===== src/rtl/core/fpba_pkg.sv =====
// shared types and constants of the fit policy block allocator
package fpba_pkg;

	localparam int ACTION_W   = 1;
	localparam int BLK_NUM_W  = 4;
	localparam int AMOUNT_W   = 16;
	localparam int CFG_DATA_W = 5;

	localparam logic [ACTION_W-1:0] ACT_LOAD    = 1'b0;
	localparam logic [ACTION_W-1:0] ACT_REQUEST = 1'b1;

	localparam logic [1:0] POLICY_FIRST = 2'd0;
	localparam logic [1:0] POLICY_BEST  = 2'd1;
	localparam logic [1:0] POLICY_WORST = 2'd2;

	localparam logic [CFG_DATA_W-1:0] BLOCKS_IN_USE_RESET = 5'd16;

	typedef enum logic [0:0] {
		CFG_FIT_POLICY    = 1'b0,
		CFG_BLOCKS_IN_USE = 1'b1
	} cfg_index_t;

	typedef struct packed {
		logic load;
		logic start_req;
		logic issue;
		logic commit;
	} dp_cmd_t;

	typedef struct packed {
		logic issue_done;
		logic rd_pending;
	} dp_status_t;

endpackage


===== src/rtl/core/fpba_ctrl.sv =====
// controller state machine of the fit policy block allocator
module fpba_ctrl
	import fpba_pkg::*;
(
	input  logic                clk,
	input  logic                arst_n,
	input  logic                start,
	input  logic [ACTION_W-1:0] action,
	output logic                busy,
	input  dp_status_t          status,
	output dp_cmd_t             cmd
);

	typedef enum logic [1:0] {
		ST_IDLE,
		ST_SCAN,
		ST_COMMIT
	} state_t;

	state_t state_q;
	logic   busy_q;

	assign busy = busy_q;

	always_comb begin
		cmd           = '0;
		cmd.load      = start && !busy_q && (action == ACT_LOAD);
		cmd.start_req = start && !busy_q && (action == ACT_REQUEST);
		cmd.issue     = (state_q == ST_SCAN) && !status.issue_done;
		cmd.commit    = (state_q == ST_COMMIT);
	end

	always_ff @(posedge clk or negedge arst_n) begin
		if (!arst_n) begin
			state_q <= ST_IDLE;
			busy_q  <= 1'b0;
		end else begin
			unique case (state_q)
				ST_IDLE: begin
					if (cmd.start_req) begin
						state_q <= ST_SCAN;
						busy_q  <= 1'b1;
					end
				end
				ST_SCAN: begin
					if (status.issue_done && !status.rd_pending) begin
						state_q <= ST_COMMIT;
					end
				end
				ST_COMMIT: begin
					state_q <= ST_IDLE;
					busy_q  <= 1'b0;
				end
				default: begin
					state_q <= ST_IDLE;
					busy_q  <= 1'b0;
				end
			endcase
		end
	end

`ifndef SYNTH
	a_commit_frees: assert property (@(posedge clk) disable iff (!arst_n)
		cmd.commit |=> !busy_q)
		else $error("busy still set after commit");
	a_start_busy: assert property (@(posedge clk) disable iff (!arst_n)
		cmd.start_req |=> busy_q)
		else $error("request accepted but busy not raised");
	a_busy_rise: assert property (@(posedge clk) disable iff (!arst_n)
		$rose(busy_q) |-> $past(start) && $past(action == ACT_REQUEST))
		else $error("busy raised without a request");
`endif

endmodule


===== src/rtl/core/fpba_dp.sv =====
// datapath of the fit policy block allocator: size table, scan and result registers
module fpba_dp
	import fpba_pkg::*;
#(
	parameter int NUM_BLOCKS = 16,
	parameter int SIZE_BITS  = 16
) (
	input  logic                  clk,
	input  logic                  arst_n,
	input  dp_cmd_t               cmd,
	output dp_status_t            status,
	input  logic [BLK_NUM_W-1:0]  block_number,
	input  logic [AMOUNT_W-1:0]   amount,
	input  logic                  cfg_we,
	input  cfg_index_t            cfg_index,
	input  logic [CFG_DATA_W-1:0] cfg_data,
	output logic                  done,
	output logic                  granted,
	output logic [BLK_NUM_W-1:0]  chosen_block,
	output logic [AMOUNT_W-1:0]   left_over
);

	localparam int IDX_W = (NUM_BLOCKS > 1) ? $clog2(NUM_BLOCKS) : 1;
	localparam int CNT_W = $clog2(NUM_BLOCKS + 1);

	logic [SIZE_BITS-1:0] mem [NUM_BLOCKS];
	logic [NUM_BLOCKS-1:0] valid_q;

	logic [1:0]            policy_q;
	logic [CFG_DATA_W-1:0] blocks_in_use_q;

	logic [SIZE_BITS-1:0] amt_q;
	logic [CNT_W-1:0]     idx_q;
	logic [IDX_W-1:0]     idx_s1;
	logic                 rd_pending_s1;
	logic [SIZE_BITS-1:0] rd_data_s1;
	logic                 rd_ok_s1;
	logic                 found_q;
	logic [IDX_W-1:0]     best_idx_q;
	logic [SIZE_BITS-1:0] best_size_q;

	logic                 done_q;
	logic                 granted_q;
	logic [BLK_NUM_W-1:0] chosen_block_q;
	logic [AMOUNT_W-1:0]  left_over_q;

	logic [31:0]          amount_wide;
	logic [SIZE_BITS-1:0] amt_in;
	logic [31:0]          blk_wide;
	logic                 blk_in_range;
	logic [31:0]          limit_wide;
	logic [SIZE_BITS-1:0] sz;
	logic                 fits;
	logic                 take;
	logic [SIZE_BITS-1:0] remain;
	logic [31:0]          remain_wide;
	logic [31:0]          best_idx_wide;
	logic                 wr_en;
	logic [IDX_W-1:0]     wr_addr;
	logic [SIZE_BITS-1:0] wr_data;

	assign amount_wide  = 32'(amount);
	assign amt_in       = amount_wide[SIZE_BITS-1:0];
	assign blk_wide     = 32'(block_number);
	assign blk_in_range = blk_wide < NUM_BLOCKS;
	assign limit_wide   = (32'(blocks_in_use_q) > NUM_BLOCKS) ? 32'(NUM_BLOCKS)
	                                                          : 32'(blocks_in_use_q);

	assign status.issue_done = 32'(idx_q) >= limit_wide;
	assign status.rd_pending = rd_pending_s1;

	assign sz   = rd_ok_s1 ? rd_data_s1 : '0;
	assign fits = sz >= amt_q;

	always_comb begin
		take = 1'b0;
		unique case (policy_q)
			POLICY_BEST:  take = fits && (!found_q || (sz < best_size_q));
			POLICY_WORST: take = fits && (!found_q || (sz > best_size_q));
			default:      take = fits && !found_q;
		endcase
	end

	assign remain        = best_size_q - amt_q;
	assign remain_wide   = 32'(remain);
	assign best_idx_wide = 32'(best_idx_q);

	always_comb begin
		wr_en   = 1'b0;
		wr_addr = best_idx_q;
		wr_data = remain;
		if (cmd.load) begin
			wr_en   = blk_in_range;
			wr_addr = blk_wide[IDX_W-1:0];
			wr_data = amt_in;
		end else if (cmd.commit) begin
			wr_en = found_q;
		end
	end

	// size table
	always_ff @(posedge clk) begin
		if (wr_en) begin
			mem[wr_addr] <= wr_data;
		end
		if (cmd.issue) begin
			rd_data_s1 <= mem[idx_q[IDX_W-1:0]];
		end
	end

	always_ff @(posedge clk or negedge arst_n) begin
		if (!arst_n) begin
			valid_q  <= '0;
			rd_ok_s1 <= 1'b0;
		end else begin
			if (wr_en) begin
				valid_q[wr_addr] <= 1'b1;
			end
			if (cmd.issue) begin
				rd_ok_s1 <= valid_q[idx_q[IDX_W-1:0]];
			end
		end
	end

	always_ff @(posedge clk or negedge arst_n) begin
		if (!arst_n) begin
			policy_q        <= POLICY_FIRST;
			blocks_in_use_q <= BLOCKS_IN_USE_RESET;
		end else if (cfg_we) begin
			unique case (cfg_index)
				CFG_FIT_POLICY:    policy_q        <= cfg_data[1:0];
				CFG_BLOCKS_IN_USE: blocks_in_use_q <= cfg_data;
				default: ;
			endcase
		end
	end

	// scan
	always_ff @(posedge clk or negedge arst_n) begin
		if (!arst_n) begin
			idx_q         <= '0;
			rd_pending_s1 <= 1'b0;
			found_q       <= 1'b0;
		end else begin
			rd_pending_s1 <= cmd.issue;
			if (cmd.start_req) begin
				idx_q   <= '0;
				found_q <= 1'b0;
			end else begin
				if (cmd.issue) begin
					idx_q <= idx_q + 1'b1;
				end
				if (rd_pending_s1 && take) begin
					found_q <= 1'b1;
				end
			end
		end
	end

	always_ff @(posedge clk) begin
		if (cmd.start_req) begin
			amt_q <= amt_in;
		end
		if (cmd.issue) begin
			idx_s1 <= idx_q[IDX_W-1:0];
		end
		if (rd_pending_s1 && take) begin
			best_idx_q  <= idx_s1;
			best_size_q <= sz;
		end
	end

	// result word
	always_ff @(posedge clk or negedge arst_n) begin
		if (!arst_n) begin
			done_q <= 1'b0;
		end else begin
			done_q <= cmd.commit;
		end
	end

	always_ff @(posedge clk) begin
		if (cmd.commit) begin
			granted_q      <= found_q;
			chosen_block_q <= found_q ? best_idx_wide[BLK_NUM_W-1:0] : '0;
			left_over_q    <= found_q ? remain_wide[AMOUNT_W-1:0] : '0;
		end
	end

	assign done         = done_q;
	assign granted      = granted_q;
	assign chosen_block = chosen_block_q;
	assign left_over    = left_over_q;

`ifndef SYNTH
	a_done_after_commit: assert property (@(posedge clk) disable iff (!arst_n)
		done_q |-> $past(cmd.commit))
		else $error("result word without commit");
	a_found_fits: assert property (@(posedge clk) disable iff (!arst_n)
		found_q && !cmd.start_req |=> !found_q || (best_size_q >= amt_q))
		else $error("chosen block smaller than request");
	a_pending_follows_issue: assert property (@(posedge clk) disable iff (!arst_n)
		rd_pending_s1 |-> $past(cmd.issue))
		else $error("read data pending without a read");
`endif

endmodule


===== src/rtl/core/fit_policy_block_allocator.sv =====
// top level of the fit policy block allocator
// A load (action 0) writes one block's free size;
// busy stays low and no result word follows. A request (action 1) raises busy
// and scans the first min(blocks_in_use, NUM_BLOCKS) table entries, one
// single-port table read per cycle, then commits the chosen block. The
// result word appears on done for one cycle as busy falls. Results
// cannot be held off, so a word must be taken in the cycle done is high. The
// free size table reads as zero after reset with no clearing pass; the
// configuration port is always ready and is meant to be written while idle.
module fit_policy_block_allocator
	import fpba_pkg::*;
#(
	parameter int NUM_BLOCKS = 16,
	parameter int SIZE_BITS  = 16
) (
	input  logic                  clk,
	input  logic                  arst_n,
	input  logic                  start,
	output logic                  busy,
	input  logic [ACTION_W-1:0]   action,
	input  logic [BLK_NUM_W-1:0]  block_number,
	input  logic [AMOUNT_W-1:0]   amount,
	output logic                  done,
	output logic                  granted,
	output logic [BLK_NUM_W-1:0]  chosen_block,
	output logic [AMOUNT_W-1:0]   left_over,
	input  logic                  cfg_valid,
	output logic                  cfg_ready,
	input  cfg_index_t            cfg_index,
	input  logic [CFG_DATA_W-1:0] cfg_data
);

	dp_cmd_t    cmd;
	dp_status_t status;

	assign cfg_ready = 1'b1;

	fpba_ctrl u_ctrl (
		.clk    (clk),
		.arst_n (arst_n),
		.start  (start),
		.action (action),
		.busy   (busy),
		.status (status),
		.cmd    (cmd)
	);

	fpba_dp #(
		.NUM_BLOCKS (NUM_BLOCKS),
		.SIZE_BITS  (SIZE_BITS)
	) u_dp (
		.clk          (clk),
		.arst_n       (arst_n),
		.cmd          (cmd),
		.status       (status),
		.block_number (block_number),
		.amount       (amount),
		.cfg_we       (cfg_valid && cfg_ready),
		.cfg_index    (cfg_index),
		.cfg_data     (cfg_data),
		.done         (done),
		.granted      (granted),
		.chosen_block (chosen_block),
		.left_over    (left_over)
	);

endmodule


===== config.mk =====
export PLATFORM = sky130hd
export DESIGN_NAME = fit_policy_block_allocator
export DESIGN_NICKNAME = d
export VERILOG_FILES = /design/src/rtl/core/fpba_pkg.sv /design/src/rtl/core/fpba_ctrl.sv /design/src/rtl/core/fpba_dp.sv /design/src/rtl/core/fit_policy_block_allocator.sv
export SDC_FILE = /design/constraint.sdc
export NUM_CORES = 1
export LEC_CHECK = 0
export BUFFER_PORTS_ARGS = -buffer_cell sky130_fd_sc_hd__buf_2
export CAP_MARGIN = 5
export CORE_MARGIN = 8
export CORE_UTILIZATION = 45
export DETAILED_ROUTE_END_ITERATION = 6
export PLACE_DENSITY = 0.72
export SLEW_MARGIN = 0
export SYNTH_ARGS = -nofsm -noshare
export SYNTH_HDL_FRONTEND = slang
export SYNTH_SLANG_ARGS = --single-unit

===== constraint.sdc =====
create_clock -name clk -period 3.5 [get_ports clk]
set_input_delay 0.525 -clock clk [delete_from_list [all_inputs] [get_ports clk]]
set_output_delay 0.525 -clock clk [all_outputs]
set_load 0.1 [all_outputs]

* Word-level counts from Yosys, hierarchy flattened
Memory sizes are Yosys's and may differ from the RTL's. A register that Yosys moved wholly into a read port is not among the register bits. Index checks and enable logic that the tools add are counted.
Operators by class: $add $sub $neg 2, magnitude comparators 9, equal/unequal tests 6, muxes and demuxes 22, bitwise logic cells 4, reductions and logical operators 23
Operators with widths (count):
- 5-bit by 32-bit >= comparator with 1-bit output | 1
- 16-bit 2-to-1 mux | 2
- 16-bit >= comparator | 1
- 16-bit greater-than comparator | 1
- 16-bit < comparator | 1
- 16-bit OR | 1
- 16-bit subtractor | 1
- 4-bit by 5-bit < comparator with 1-bit output (second input constant) | 3
- 5-bit 2-to-1 mux | 3
- 1-bit logical AND | 10
- 1-bit 2-to-1 mux | 9
- 2-bit AND reduction | 4
- 5-bit by 1-bit adder with 5-bit output (second input constant) | 1
- 5-bit greater-than comparator (second input constant) | 1
- 1-bit binary-select mux with 4-bit select | 1
- 1-bit demux with 4-bit select | 1
- 2-bit by 1-bit == test with 1-bit output (second input constant) | 2
- 2-bit == test (second input constant) | 2
- 4-bit by 1-bit >= comparator with 1-bit output (second input constant) | 1
- 1-bit zero test | 4
- 2-bit 2-to-1 mux | 2
- 4-bit 2-to-1 mux | 1
- 2-bit != test (second input constant) | 2
- 1-bit case mux with 2 select lines | 2
- 5 further kinds | 9
Storage, ports and cells: bits in registers 96, RAM bits 256, bits of input ports 31, output and inout port bits 24, memories kept 1
Memories:
- u_dp.mem | depth 16, width 16, read ports 1, clocked after Yosys merged registers in 1, wr ports 1, line fpba_dp.sv:26 | logic [SIZE_BITS-1:0] mem [NUM_BLOCKS];

* Longest topological paths before layout
Gate-level depths: netlist of the first run.
depth after elaboration 9, gate-level depth with buffers 12, mapped depth without buffers 9

* By module
A second synthesis of the first run with hierarchy kept.
Second synthesis, totals: cells, all modules 886, area, all modules 15660.0 sq um
Modules (own cells, without submodules):
- fpba_dp | instances 1, cells an instance 869, area each 15492.4 sq um, sequential area each 10801.6 sq um
- fpba_ctrl | instances 1, cells an instance 15, area each 156.4 sq um, sequential area each 75.1 sq um
- fit_policy_block_allocator | instances 1, cells an instance 2, area each 11.3 sq um, sequential area each 0.0 sq um

* Worst setup path after synthesis of the first run
Ideal clock, no wire load.
path kind register to register, from register u_dp.rd_ok_s1, to register u_dp.best_idx_q[0], enable pin, arrival 2943 ps, required time 3091 ps, slack 147 ps, cell stages (with the launch flop) 11, period minus slack after synthesis 3353 ps, path through dfrtp_1 buf_2 clkbuf_1 and2_1 ha_1 a211oi_1 nor2_1 o31ai_1 and4b_1 mux2i_1 a31oi_1
On the way: longest elaborated chain between the ends 6, elaborated cells between the ends (all ways) 11, those cells by class order compare (3); mux (2); reduce/logical (6)
Ends and longest elaborated chain:
- start, declared | line fpba_dp.sv:37 | logic rd_ok_s1;
- start signal, assigned | line fpba_dp.sv:120 | rd_ok_s1 <= valid_q[idx_q[IDX_W-1:0]];
- 16-bit 2-to-1 mux * | line fpba_dp.sv:72 | assign sz = rd_ok_s1 ? rd_data_s1 : '0;
- via u_dp.sz[8] | line fpba_dp.sv:52 | logic [SIZE_BITS-1:0] sz;
- 16-bit greater-than comparator / 16-bit < comparator (equally long branches) | line fpba_dp.sv:79, fpba_dp.sv:78
- 1-bit logical OR (on tied branches) | line fpba_dp.sv:79, fpba_dp.sv:78
- 1-bit logical AND (on tied branches) | line fpba_dp.sv:79, fpba_dp.sv:78
- 1-bit case mux with 2 select lines * | line fpba_dp.sv:77 | unique case (policy_q)
- 1-bit logical AND * | line fpba_dp.sv:167 | if (rd_pending_s1 && take) begin
- end signal, assigned | line fpba_dp.sv:168 | best_idx_q <= idx_s1;
- end, declared | line fpba_dp.sv:39 | logic [IDX_W-1:0] best_idx_q;
Mark *: on every way through the listed nets, which the timed path passes. The rest lies on a longest branch. A chain may end at the register's enable or synchronous reset.

* Worst setup path in the final report of the first run
from register u_dp.amt_q[0], to memory u_dp.mem[4][10] (data pin)
On the way: longest elaborated chain between the ends 2
Ends and longest elaborated chain:
- start, declared | line fpba_dp.sv:32 | logic [SIZE_BITS-1:0] amt_q;
- start signal, assigned | line fpba_dp.sv:162 | amt_q <= amt_in;
- 16-bit subtractor | line fpba_dp.sv:84 | assign remain = best_size_q - amt_q;
- 16-bit 2-to-1 mux | line fpba_dp.sv:92 | if (cmd.load) begin
- via u_dp.wr_data[10] | line fpba_dp.sv:60 | logic [SIZE_BITS-1:0] wr_data;
- end, declared | line fpba_dp.sv:26
The timed path passes the listed nets, and every way through them passes these cells.

==> results.yml, run 1 <==
outcome:
  outcome: "finished clean"
global_route:
  gr-total-overflow: 0
  grt_pass1_vias: 8456
  grt_pass1_wl_um: 52100
  track_usage_pct: 16.54
  antenna_found_initial: 1
  grt_max_degree: 73
yosys:
  synth_seq_cells: 368
  synth_area_um2: 15710
  synth_nets: 978
  synth-async-reset-ratio_pct: 9.511
  syn_inst: 895
  synth-edff-count: 333
  ys.warnings.count: 0
  yosys-top-cells-area: "edfxtp_1 (64%), mux4_2 (12%), dfrtp_1 (5.4%)"
  syn_area_per_cell_um2: 17.55
  yosys.area.top_type_share_pct: 63.67
  ys_types: 64
  synth_top_area_cell: "edfxtp_1"
  ys_seq_area_share_pct: 69.26
  ys.flop_type: "edfxtp_1"
layout:
  post-route-util_pct: 51.83
  drive_above_1_share_pct: 25.42
  final_area_um2: 17860
  layout.nets: 1069
  syn_to_final_growth_pct: 13.72
setup_path:
  path_buf_inv: 0
  cp_top_family: "compound AO/OA/AOI/OAI gates"
  required_ns: 3.81
  critPathSlowestCell: "mux2_2"
  crit_type: "reg2reg"
  crit_top_cell: "a211oi_1"
  end_kind: "flop"
  crit_fanout: 16
  slowest_delay_ns: 0.45
  start_kind: "flop"
  cp.arrival_ns: 3.21
  crit_chain: "ha_1, fa_1, nor2b_1, o31ai_1, a211oi_1, nor3b_1, a211oi_1, mux2_2"
detailed_routing:
  antenna_left: 0
  drt_iter0_markers: 739
  via_per_inst: 5.728
  drcViolationCount: 0
  wl_per_cell_um: 23.40
  drtPass1Iterations: 5
  num_vias: 8426
  wl_um: 34420
placed_design:
  dp.final_hpwl_um: 23020
  dpl_cell_area_um2: 16660
  place.gp.congestion: 0.8930
  pre_cts_ws_ns: 0.5915
  portBuffers: 53
sta:
  fin_crit_ns: 2.899
  finalSetupTns_ns: 0
  rsz0062_at_grt: "no"
  worst_clock_skew_ns: 0.01841
  maxSlewViolCount: 0
  setup_ws_ns: 0.6006
  max_freq_mhz: 344.9
  period_share_pct: 82.84
  hold_viol: 0
  maxSlewHeadroom_pct: 23.58
  worst_hold_slack_ns: 0.09923
  final-setup-viol-count: 0
  tightest_slew_ns: 1.145
clock_network:
  cts_tree: "done"
  clk_latency_ns: 0.53
  root_buffer: "clkbuf_16"
  cts_setup_buffers: 0
  hold_buffers: 0
  cts-resized-gates: 0
  htreeDepth: 2
  path_clk_slew_ns: 0.07
  cts_made_buffers: 38
  cts_buffer_depth: 3
  clock-sinks: 368
min_path:
  holdCritPathClass: "in2async"
power:
  power_leakage_nw: 6.328
  power_density_nw_per_um2: 776.0
  max-vdd-ir-drop_v: 0.0004944
floorplan:
  die_area_um2: 41130
  initial_core_util_pct: 45.58
  core-area_um2: 34460
  die_x_um: 202.8
  io_pins: 55
  rows: 68
  die_y_um: 202.8
flow_run:
  max_cap_viol_count: 0
layer usage:
layer	GRT usage, %	share of wire, %	vias up
met5	0	0	-
met4	4.092	1.9	0
met3	3.267	7.6	60
met2	25.58	46	340
met1	23.92	45	4308
li1	-	-	3718
cells in the final DEF (no fill, tap or decap), types with 4 or more instances in the layout:
cell       Yosys  layout
a211oi_1       7       7
a21o_1        16      16
a21oi_1       24      24
a31oi_1        8       7
and2_1        21      21
buf_2         10      53
buf_4          1      31
clkbuf_1      15       8
clkbuf_16      0      38
clkinv_1       0       5
clkinv_2       0       9
dfrtp_1       34      32
edfxtp_1     333     333
ha_1          51      51
inv_1         46      46
mux2_2         9       9
mux4_2        82      82
nand2_1       34      34
nand2b_1       6       6
nand3_1        8       8
nor2_1        47      33
nor2_2         0      14
nor2b_1        8       5
nor3_1        18      18
o21a_1        11      11
o21ai_0        9       9
o31ai_1       10      10
or2_1         14      14
xnor2_1        4       4
xor2_1         6       6
path summary, 6_finish.rpt:
path	from	depth (start not counted)	to	slack [ns]
max in group asynchronous	arst_n	1	u_dp.idx_q[0]$_DFFE_PN0P_	2.75
hold reg to reg	u_dp.idx_s1[1]$_DFFE_PP_	0	u_dp.best_idx_q[1]$_DFFE_PP_	0.43
min in group clk	amount[4]	1	u_dp.amt_q[4]$_DFFE_PP_	0.19
setup reg to reg	u_dp.amt_q[0]$_DFFE_PP_	8	u_dp.mem[4][10]$_DFFE_PP_	0.60
setup / recovery	u_dp.amt_q[0]$_DFFE_PP_	8	u_dp.mem[4][10]$_DFFE_PP_	0.60
hold / removal	arst_n	1	u_dp.blocks_in_use_q[1]$_DFFE_PN0P_	0.1
Yosys cell counts (all sizes together), types with 7 or more instances:
cell,number
nand2,34
nand3,8
o21a,11
and2,22
clkbuf,15
mux2,10
o31ai,10
nor2,47
buf,19
dfrtp,34
mux4,85
nor2b,8
ha,51
a211oi,7
inv,47
or2,14
a21oi,24
edfxtp,333
o21ai,12
a31oi,8
nor3,18
a21o,16
cell type report:
class                           instances  area [um2]
Fill cell                            2760       16600
Sequential cell                       368       10880
Multi-Input combinational cell        446        4518
Clock buffer                           48        1008
Tap cell                              455       569.3
Timing Repair Buffer                   85       518.0
Clock inverter                         21       185.2
Inverter                               47       176.4
Antenna cell                            1       2.502
cell families after synthesis:
| logic type | after synthesis | synth area share, % |
|---|---|---|
| AOI/OAI and AO/OA | 109 | 4.732 |
| DFF | 368 | 69.26 |
| and+or+nand+nor | 175 | 5.657 |
| xor gates and xnor gates | 10 | 0.5577 |
| muxes | 98 | 13.19 |
| other | 1 | 0.02388 |
| adders and majority gates | 53 | 4.254 |
| buffers and inverters | 81 | 2.326 |
report_power, final:
group / internal (W) / switching, W
Sequential: 0.00569 / 0.000258
Combinational: 0.00149 / 0.00253
Clock: 0.00222 / 0.00167
registers in the layout, summed over array words and instances, names as in the netlist, 5 cells and up:
name / count
u_dp.left_over: 16
u_dp.valid_q: 16
u_dp.best_size_q: 16
u_dp.idx_q: 5
u_dp.amt_q: 16
u_dp.mem: 256
u_dp.blocks_in_use_q: 5
u_dp.rd_data_s1: 16
stage by stage:
stage	total power, W	std cells
2_1_floorplan	0.008847	895
3_3_place_gp	0.009953	1401
3_5_place_dp	0.01003	1401
4_1_cts	0.01392	1470
5_1_grt	0.01441	1470
6_report	0.01386	1471
Power figures use the tool's default switching activity.
==> inputs of run 2 (changes only) <==
--- a/config.mk
+++ b/config.mk
@@ -5,6 +5,7 @@
 export SDC_FILE = /design/constraint.sdc
 export NUM_CORES = 1
 export LEC_CHECK = 0
+export ABC_AREA = 1
 export BUFFER_PORTS_ARGS = -buffer_cell sky130_fd_sc_hd__buf_2
 export CAP_MARGIN = 5
 export CORE_MARGIN = 8
==> constraint.sdc (replaced) <==
create_clock -name clk -period 2.6 [get_ports clk]
set_input_delay 0.39 -clock clk [delete_from_list [all_inputs] [get_ports clk]]
set_output_delay 0.39 -clock clk [all_outputs]
set_load 0.1 [all_outputs]
==> run 2 against run 1 <==
Effect of this change: hold slack got worse by 0.032 ns; die area rose by 0.45%; global-route usage rose by 1.6 points; core utilization rose by 2.1 points; synthesized cell count rose by 47%; non-clock buffer count rose by 49; sequential share of layout area fell by 2.5 points; critical path depth rose by 7; power rose by 41%.
==> results.yml, run 2 <==
detailed_routing:
  antenna_left: 0
  wl_um: 38710
  wl_per_cell_um: 20.19
  drtPass1Iterations: 5
  via_per_inst: 5.590
  drcViolationCount: 0
  drt_iter0_markers: 975
  num_vias: 10720
sta:
  max_freq_mhz: 396.6
  maxSlewHeadroom_pct: 21.75
  maxSlewViolCount: 0
  final-setup-viol-count: 0
  tightest_slew_ns: 1.169
  finalSetupTns_ns: 0
  hold_viol: 0
  worst_clock_skew_ns: 0.008642
  period_share_pct: 96.97
  setup_ws_ns: 0.07868
  fin_crit_ns: 2.521
global_route:
  track_usage_pct: 18.19
  antenna_found_initial: 1
  grt_pass1_vias: 10640
  grt_pass1_wl_um: 59100
  grt_max_degree: 142
  gr-total-overflow: 0
floorplan:
  die_x_um: 203.3
  rows: 68
  die_y_um: 203.3
  io_pins: 55
  core-area_um2: 34540
  die_area_um2: 41320
  initial_core_util_pct: 45.69
min_path:
  holdPathEnd: "u_dp.amt_q[6]$_DFFE_PP_"
  hold-path-cell-count: 1
  holdCritPathClass: "in2reg"
  hold_path_startpoint: "amount[6]"
layout:
  drive_above_1_share_pct: 17.86
  final_common_cell: "edfxtp_1"
  syn_to_final_growth_pct: 17.99
  post-route-util_pct: 53.91
  num-fill-cells: 2776
  layout.nets: 1516
  regMostFlops: "u_dp.mem"
  layout_common_cells: "edfxtp_1 (333), o21ai_0 (168), nor2_1 (162)"
  largest_register_ffs: 256
clock_network:
  cts_tree: "done"
  htreeDepth: 2
  cts_made_buffers: 37
  clk_latency_ns: 0.52
  path_clk_slew_ns: 0.06
  root_buffer: "clkbuf_16"
  cts_buffer_depth: 3
  clock-sinks: 368
placed_design:
  dp.final_hpwl_um: 23490
  portBuffers: 53
  place.gp.congestion: 0.8980
  pre_cts_ws_ns: -0.3173
outcome:
  outcome: "finished clean"
setup_path:
  reg2reg_slack_ns: 0.08
  regToRegStartpoint: "u_dp.rd_ok_s1$_DFFE_PN0P_"
  end_kind: "flop"
  crit_type: "reg2reg"
  required_ns: 2.84
  start_kind: "flop"
  cp.arrival_ns: 2.76
  crit_fanout: 8
  startpoint: "u_dp.rd_ok_s1$_DFFE_PN0P_"
  rr_endpoint: "u_dp.best_size_q[11]$_DFFE_PP_"
  reg2reg_depth: 15
yosys:
  yosys-top-cells-area: "edfxtp_1 (63%), o21ai_0 (5.6%), dfrtp_1 (5.4%)"
  synth-edff-count: 333
  ys_seq_area_share_pct: 68.92
  ys.flop_type: "edfxtp_1"
  ys.warnings.count: 0
  synth_area_um2: 15780
  synth_top_area_cell: "edfxtp_1"
  synth-async-reset-ratio_pct: 9.511
  ys_types: 43
  yosys.area.top_type_share_pct: 63.36
  synth_seq_cells: 368
  synth_most_common_cell: "edfxtp_1"
  synth_nets: 1403
  syn_inst: 1320
  synth_commonest_cells: "edfxtp_1 (333), nor2_1 (180), o21ai_0 (177)"
  syn_area_per_cell_um2: 11.96
power:
  max-vdd-ir-drop_v: 0.001423
  power_leakage_nw: 7.028
  power_density_nw_per_um2: 1053
  finalPower_w: 0.01961
flow_run:
  max_cap_viol_count: 0
[run 2: worst max-delay path, cell delays in order (launching register included)]
cell       delay [ns]
dfrtp_2          0.43
buf_4            0.15
nand2_2          0.06
inv_2            0.05
ha_1             0.29
nand2_1          0.06
inv_1            0.09
nand3_2          0.11
nor3_4           0.21
nand2_2          0.11
nand3_2          0.07
nand3_1          0.07
nand2_1          0.06
nand2_1          0.08
nor2_4           0.20
clkbuf_16        0.19
[run 2: worst max-delay path by stage]
| stage | endpoint | slack (ns) |
|---|---|---|
| after floorplan | u_dp.mem[14][0]$_DFFE_PP_ | -0.21 |
| final | u_dp.best_size_q[11]$_DFFE_PP_ | 0.08 |
| after global placement | u_dp.mem[11][14]$_DFFE_PP_ | -0.22 |
| after global routing | u_dp.best_size_q[15]$_DFFE_PP_ | -0.02 |
| after CTS | u_dp.mem[1][10]$_DFFE_PP_ | 0.004 |
| after detailed placement | u_dp.mem[8][14]$_DFFE_PP_ | -0.32 |
[run 2: cell type report]
class,count,area [um2],area share (%)
well taps,455,569.3,3.057
repair buffers,134,1124,6.034
multi-input cells,783,4452,23.91
clock inverters,19,140.1,0.7525
inverters,109,411.6,2.211
flip-flops and latches,368,10880,58.44
clock buffers,48,1040,5.584
diodes,1,2.502,0.01344
[run 2: kinds of logic (layout without fill, tap and decap cells)]
family / count (synthesis) / in the layout / share of synthesized area, %
mux: 2 / 2 / 0.1427
compound gates: 310 / 310 / 11.14
simple gates: 403 / 403 / 10.54
other cells: 1 / 2 / 0.02376
xor+xnor: 15 / 15 / 0.8324
buf+inv: 169 / 310 / 4.241
fa+ha+maj: 52 / 52 / 4.170
flops: 368 / 368 / 68.92
[run 2: where the power goes]
group	switching (W)	total [W]	internal (W)
Sequential	0.000218	0.00802	0.00781
Clock	0.00218	0.00513	0.00294
Combinational	0.00458	0.00646	0.00188
[run 2: repair_timing]
action | in CTS | in global routing
gates cloned | 0 | 2
endpoints found under the hold margin | 34 | 0
endpoints found under the setup margin | 68 | 100
hold buffers | 1 | 0
gates resized for setup | 6 | 41
setup buffers | 0 | 5
pin swaps | 1 | 10
[run 2: metal layers]
| metal | part of all wire, % | GRT usage [%] | wire length, um |
|---|---|---|---|
| met1 | 42 | 24.33 | 16080 |
| met2 | 48 | 30.06 | 18560 |
| met3 | 8.1 | 3.110 | 3142 |
| met4 | 2.4 | 5.646 | 920 |
| met5 | 0 | 0 | 0 |
[run 2: per-stage QoR]
| stage | cells | hold WS (ns) | area [um2] |
|---|---|---|---|
| global route | 1916 | 0.05175 | 18620 |
| detailed placement | 1841 | 0.4052 | 17190 |
| CTS | 1909 | 0.04983 | 18400 |
| floorplan | 1320 | 0.09441 | 15800 |
| finish | 1917 | 0.06741 | 18620 |
| global placement | 1841 | 0.4030 | 17190 |
==> inputs of run 3 (changes only) <==
--- a/config.mk
+++ b/config.mk
@@ -8,9 +8,11 @@
 export ABC_AREA = 1
 export BUFFER_PORTS_ARGS = -buffer_cell sky130_fd_sc_hd__buf_2
 export CAP_MARGIN = 5
+export CORE_ASPECT_RATIO = 0.5
 export CORE_MARGIN = 8
 export CORE_UTILIZATION = 45
 export DETAILED_ROUTE_END_ITERATION = 6
+export HOLD_SLACK_MARGIN = 0.03
 export PLACE_DENSITY = 0.72
 export SLEW_MARGIN = 0
 export SYNTH_ARGS = -nofsm -noshare
==> run 3 against run 2 <==
Effect of this change: clock power about the same; largest power group unchanged; critical path depth unchanged; sequential power is 0.9% higher; via count grew 2.3%; routed wire length increased by 4.5%; first-iteration DRC count is 40% higher; global-route usage up 0.59 points; power rose by 1.5%.
==> results.yml, run 3 (synthesis results as in run 2) <==
layout:
  seq_area_um2: 10880
  instances_no_fill: 1933
  multiInputGateArea_um2: 4526
  layout.nets: 1515
  syn_to_final_growth_pct: 17.77
  drive_above_1_share_pct: 18.72
  antenna_cells: 0
  layout_common_cells: "edfxtp_1 (333), o21ai_0 (172), nor2_1 (162)"
  regMostFlops: "u_dp.mem"
  final_common_cell: "edfxtp_1"
  largest_register_ffs: 256
  final_area_um2: 18590
  num-fill-cells: 2763
clock_network:
  clk_latency_ns: 0.53
  cts_made_buffers: 35
  path_clk_slew_ns: 0.07
  root_buffer: "clkbuf_16"
  cts_buffer_depth: 3
  clock-sinks: 368
  htreeDepth: 2
  cts_tree: "done"
sta:
  maxSlewViolCount: 0
  max_freq_mhz: 402.9
  finalSetupTns_ns: 0
  tightest_slew_ns: 0.8108
  final-setup-viol-count: 0
  hold_viol: 0
  worst_hold_slack_ns: 0.05438
  worst_clock_skew_ns: 0.01699
  period_share_pct: 95.46
  maxSlewHeadroom_pct: 45.94
  fin_crit_ns: 2.482
min_path:
  hold-path-cell-count: 1
  holdPathEnd: "u_dp.amt_q[6]$_DFFE_PP_"
  holdCritPathClass: "in2reg"
  hold_path_startpoint: "amount[6]"
setup_path:
  reg2reg_depth: 15
  crit_fanout: 8
  end_kind: "flop"
  cp.arrival_ns: 2.72
  regToRegStartpoint: "u_dp.rd_ok_s1$_DFFE_PN0P_"
  start_kind: "flop"
  required_ns: 2.84
  crit_type: "reg2reg"
  rr_endpoint: "u_dp.best_size_q[11]$_DFFE_PP_"
  reg2reg_slack_ns: 0.12
global_route:
  grt_pass1_vias: 10930
  grt_max_degree: 129
  gr-total-overflow: 0
  track_usage_pct: 18.78
  grt_pass1_wl_um: 61150
  antenna_found_initial: 0
detailed_routing:
  drcViolationCount: 0
  drtPass1Iterations: 5
  wl_per_cell_um: 20.93
  num_vias: 10970
  wl_um: 40460
  antenna_left: 0
  via_per_inst: 5.673
  drt_iter0_markers: 1365
floorplan:
  die_x_um: 280.9
  rows: 48
  die_y_um: 148.4
  die_area_um2: 41690
  initial_core_util_pct: 45.70
  core-area_um2: 34530
  io_pins: 55
placed_design:
  dpl_cell_area_um2: 17110
  place.gp.congestion: 0.8821
  portBuffers: 53
  dp.final_hpwl_um: 25350
  placed_cells: 1862
power:
  seqPwrFrac_pct: 40.6
  power_frac_comb_pct: 33.7
  max-vdd-ir-drop_v: 0.0005751
  power_leakage_nw: 6.980
  p_int_w: 0.01265
  switching_share_pct: 36.46
  clkPwrFrac_pct: 25.6
  switching_power_w: 0.007256
  power_density_nw_per_um2: 1071
outcome:
  outcome: "finished clean"
flow_run:
  max_cap_viol_count: 0
[run 3: cell count changes in the layout (fill, tap and decap cells not counted), sizes merged]
cell | previous run | this run
clkbuf | 49 | 45
bufinv | 1 | 3
clkinv | 15 | 13
buf | 132 | 133
clkinvlp | 5 | 4
diode | 1 | 0
inv | 107 | 108
[run 3: worst max-delay path by stage]
stage	startpoint	to	slack (ns)
CTS	u_dp.best_size_q[0]$_DFFE_PP_	u_dp.mem[4][14]$_DFFE_PP_	0.02
finish	u_dp.rd_ok_s1$_DFFE_PN0P_	u_dp.best_size_q[11]$_DFFE_PP_	0.12
floorplan	u_ctrl.busy$_DFFE_PN0P_	u_dp.mem[14][0]$_DFFE_PP_	-0.21
global route	u_dp.best_size_q[2]$_DFFE_PP_	u_dp.mem[2][13]$_DFFE_PP_	-0.003
detailed placement	u_dp.best_size_q[0]$_DFFE_PP_	u_dp.mem[0][8]$_DFFE_PP_	-0.29
global placement	u_dp.best_size_q[0]$_DFFE_PP_	u_dp.mem[2][14]$_DFFE_PP_	-0.10
[run 3: final cells by class]
class	count	share of cell area, %
Tap cell	475	3.198
Clock inverter	19	1.064
Inverter	109	2.215
Sequential cell	368	58.55
Timing Repair Buffer	135	5.560
Multi-Input combinational cell	783	24.35
Clock buffer	44	5.062
[run 3: power by group through the flow]
| stage | registers (W) | clock network (W) | logic [W] |
|---|---|---|---|
| 6_report | 0.00809 | 0.00510 | 0.00672 |
| 5_1_grt | 0.00813 | 0.00536 | 0.00728 |
| 4_1_cts | 0.00810 | 0.00515 | 0.00620 |
| 3_5_place_dp | 0.00822 | 0 | 0.00613 |
| 3_3_place_gp | 0.00820 | 0 | 0.00588 |
| 2_1_floorplan | 0.00882 | 0 | 0.00339 |
[run 3: critical path, cell delays in order, from the launching register on]
cell and delay [ns]:
dfrtp_2 0.43, buf_6 0.14, nand2_1 0.07, inv_2 0.06, ha_1 0.27, nand2_1 0.05
inv_2 0.06, nand3_2 0.10, nor3_4 0.21, nand2_2 0.11, nand3_2 0.08, nand3_2 0.07
nand2_2 0.07, nand2_2 0.08, nor2_4 0.21, clkbuf_16 0.20
[run 3: through the flow]
step	power (W)	util, %	setup slack (ns)
final	0.01990	53.82	0.1181
after global routing	0.02077	53.82	-0.003137
after CTS	0.01945	52.93	0.01561
after detailed placement	0.01435	49.54	-0.2867
after global placement	0.01408	49.54	-0.1006
after floorplan	0.01221	-	-0.2069
[run 3: what timing repair did]
action	in CTS	in global routing
cloned	0	1
hold buffers	1	0
hold endpoints to repair	34	0
buffers inserted	0	6
setup endpoints to repair	52	84
resized for setup	5	54
pin swaps	0	13
[run 3: routing by layer]
| layer | share of wire (%) | vias up | GRT usage [%] |
|---|---|---|---|
| li1 | - | 4948 | - |
| met1 | 41 | 5402 | 25.42 |
| met2 | 48 | 521 | 30.87 |
| met3 | 8.6 | 95 | 2.925 |
| met4 | 2.9 | 0 | 6.374 |
| met5 | 0 | - | 0 |
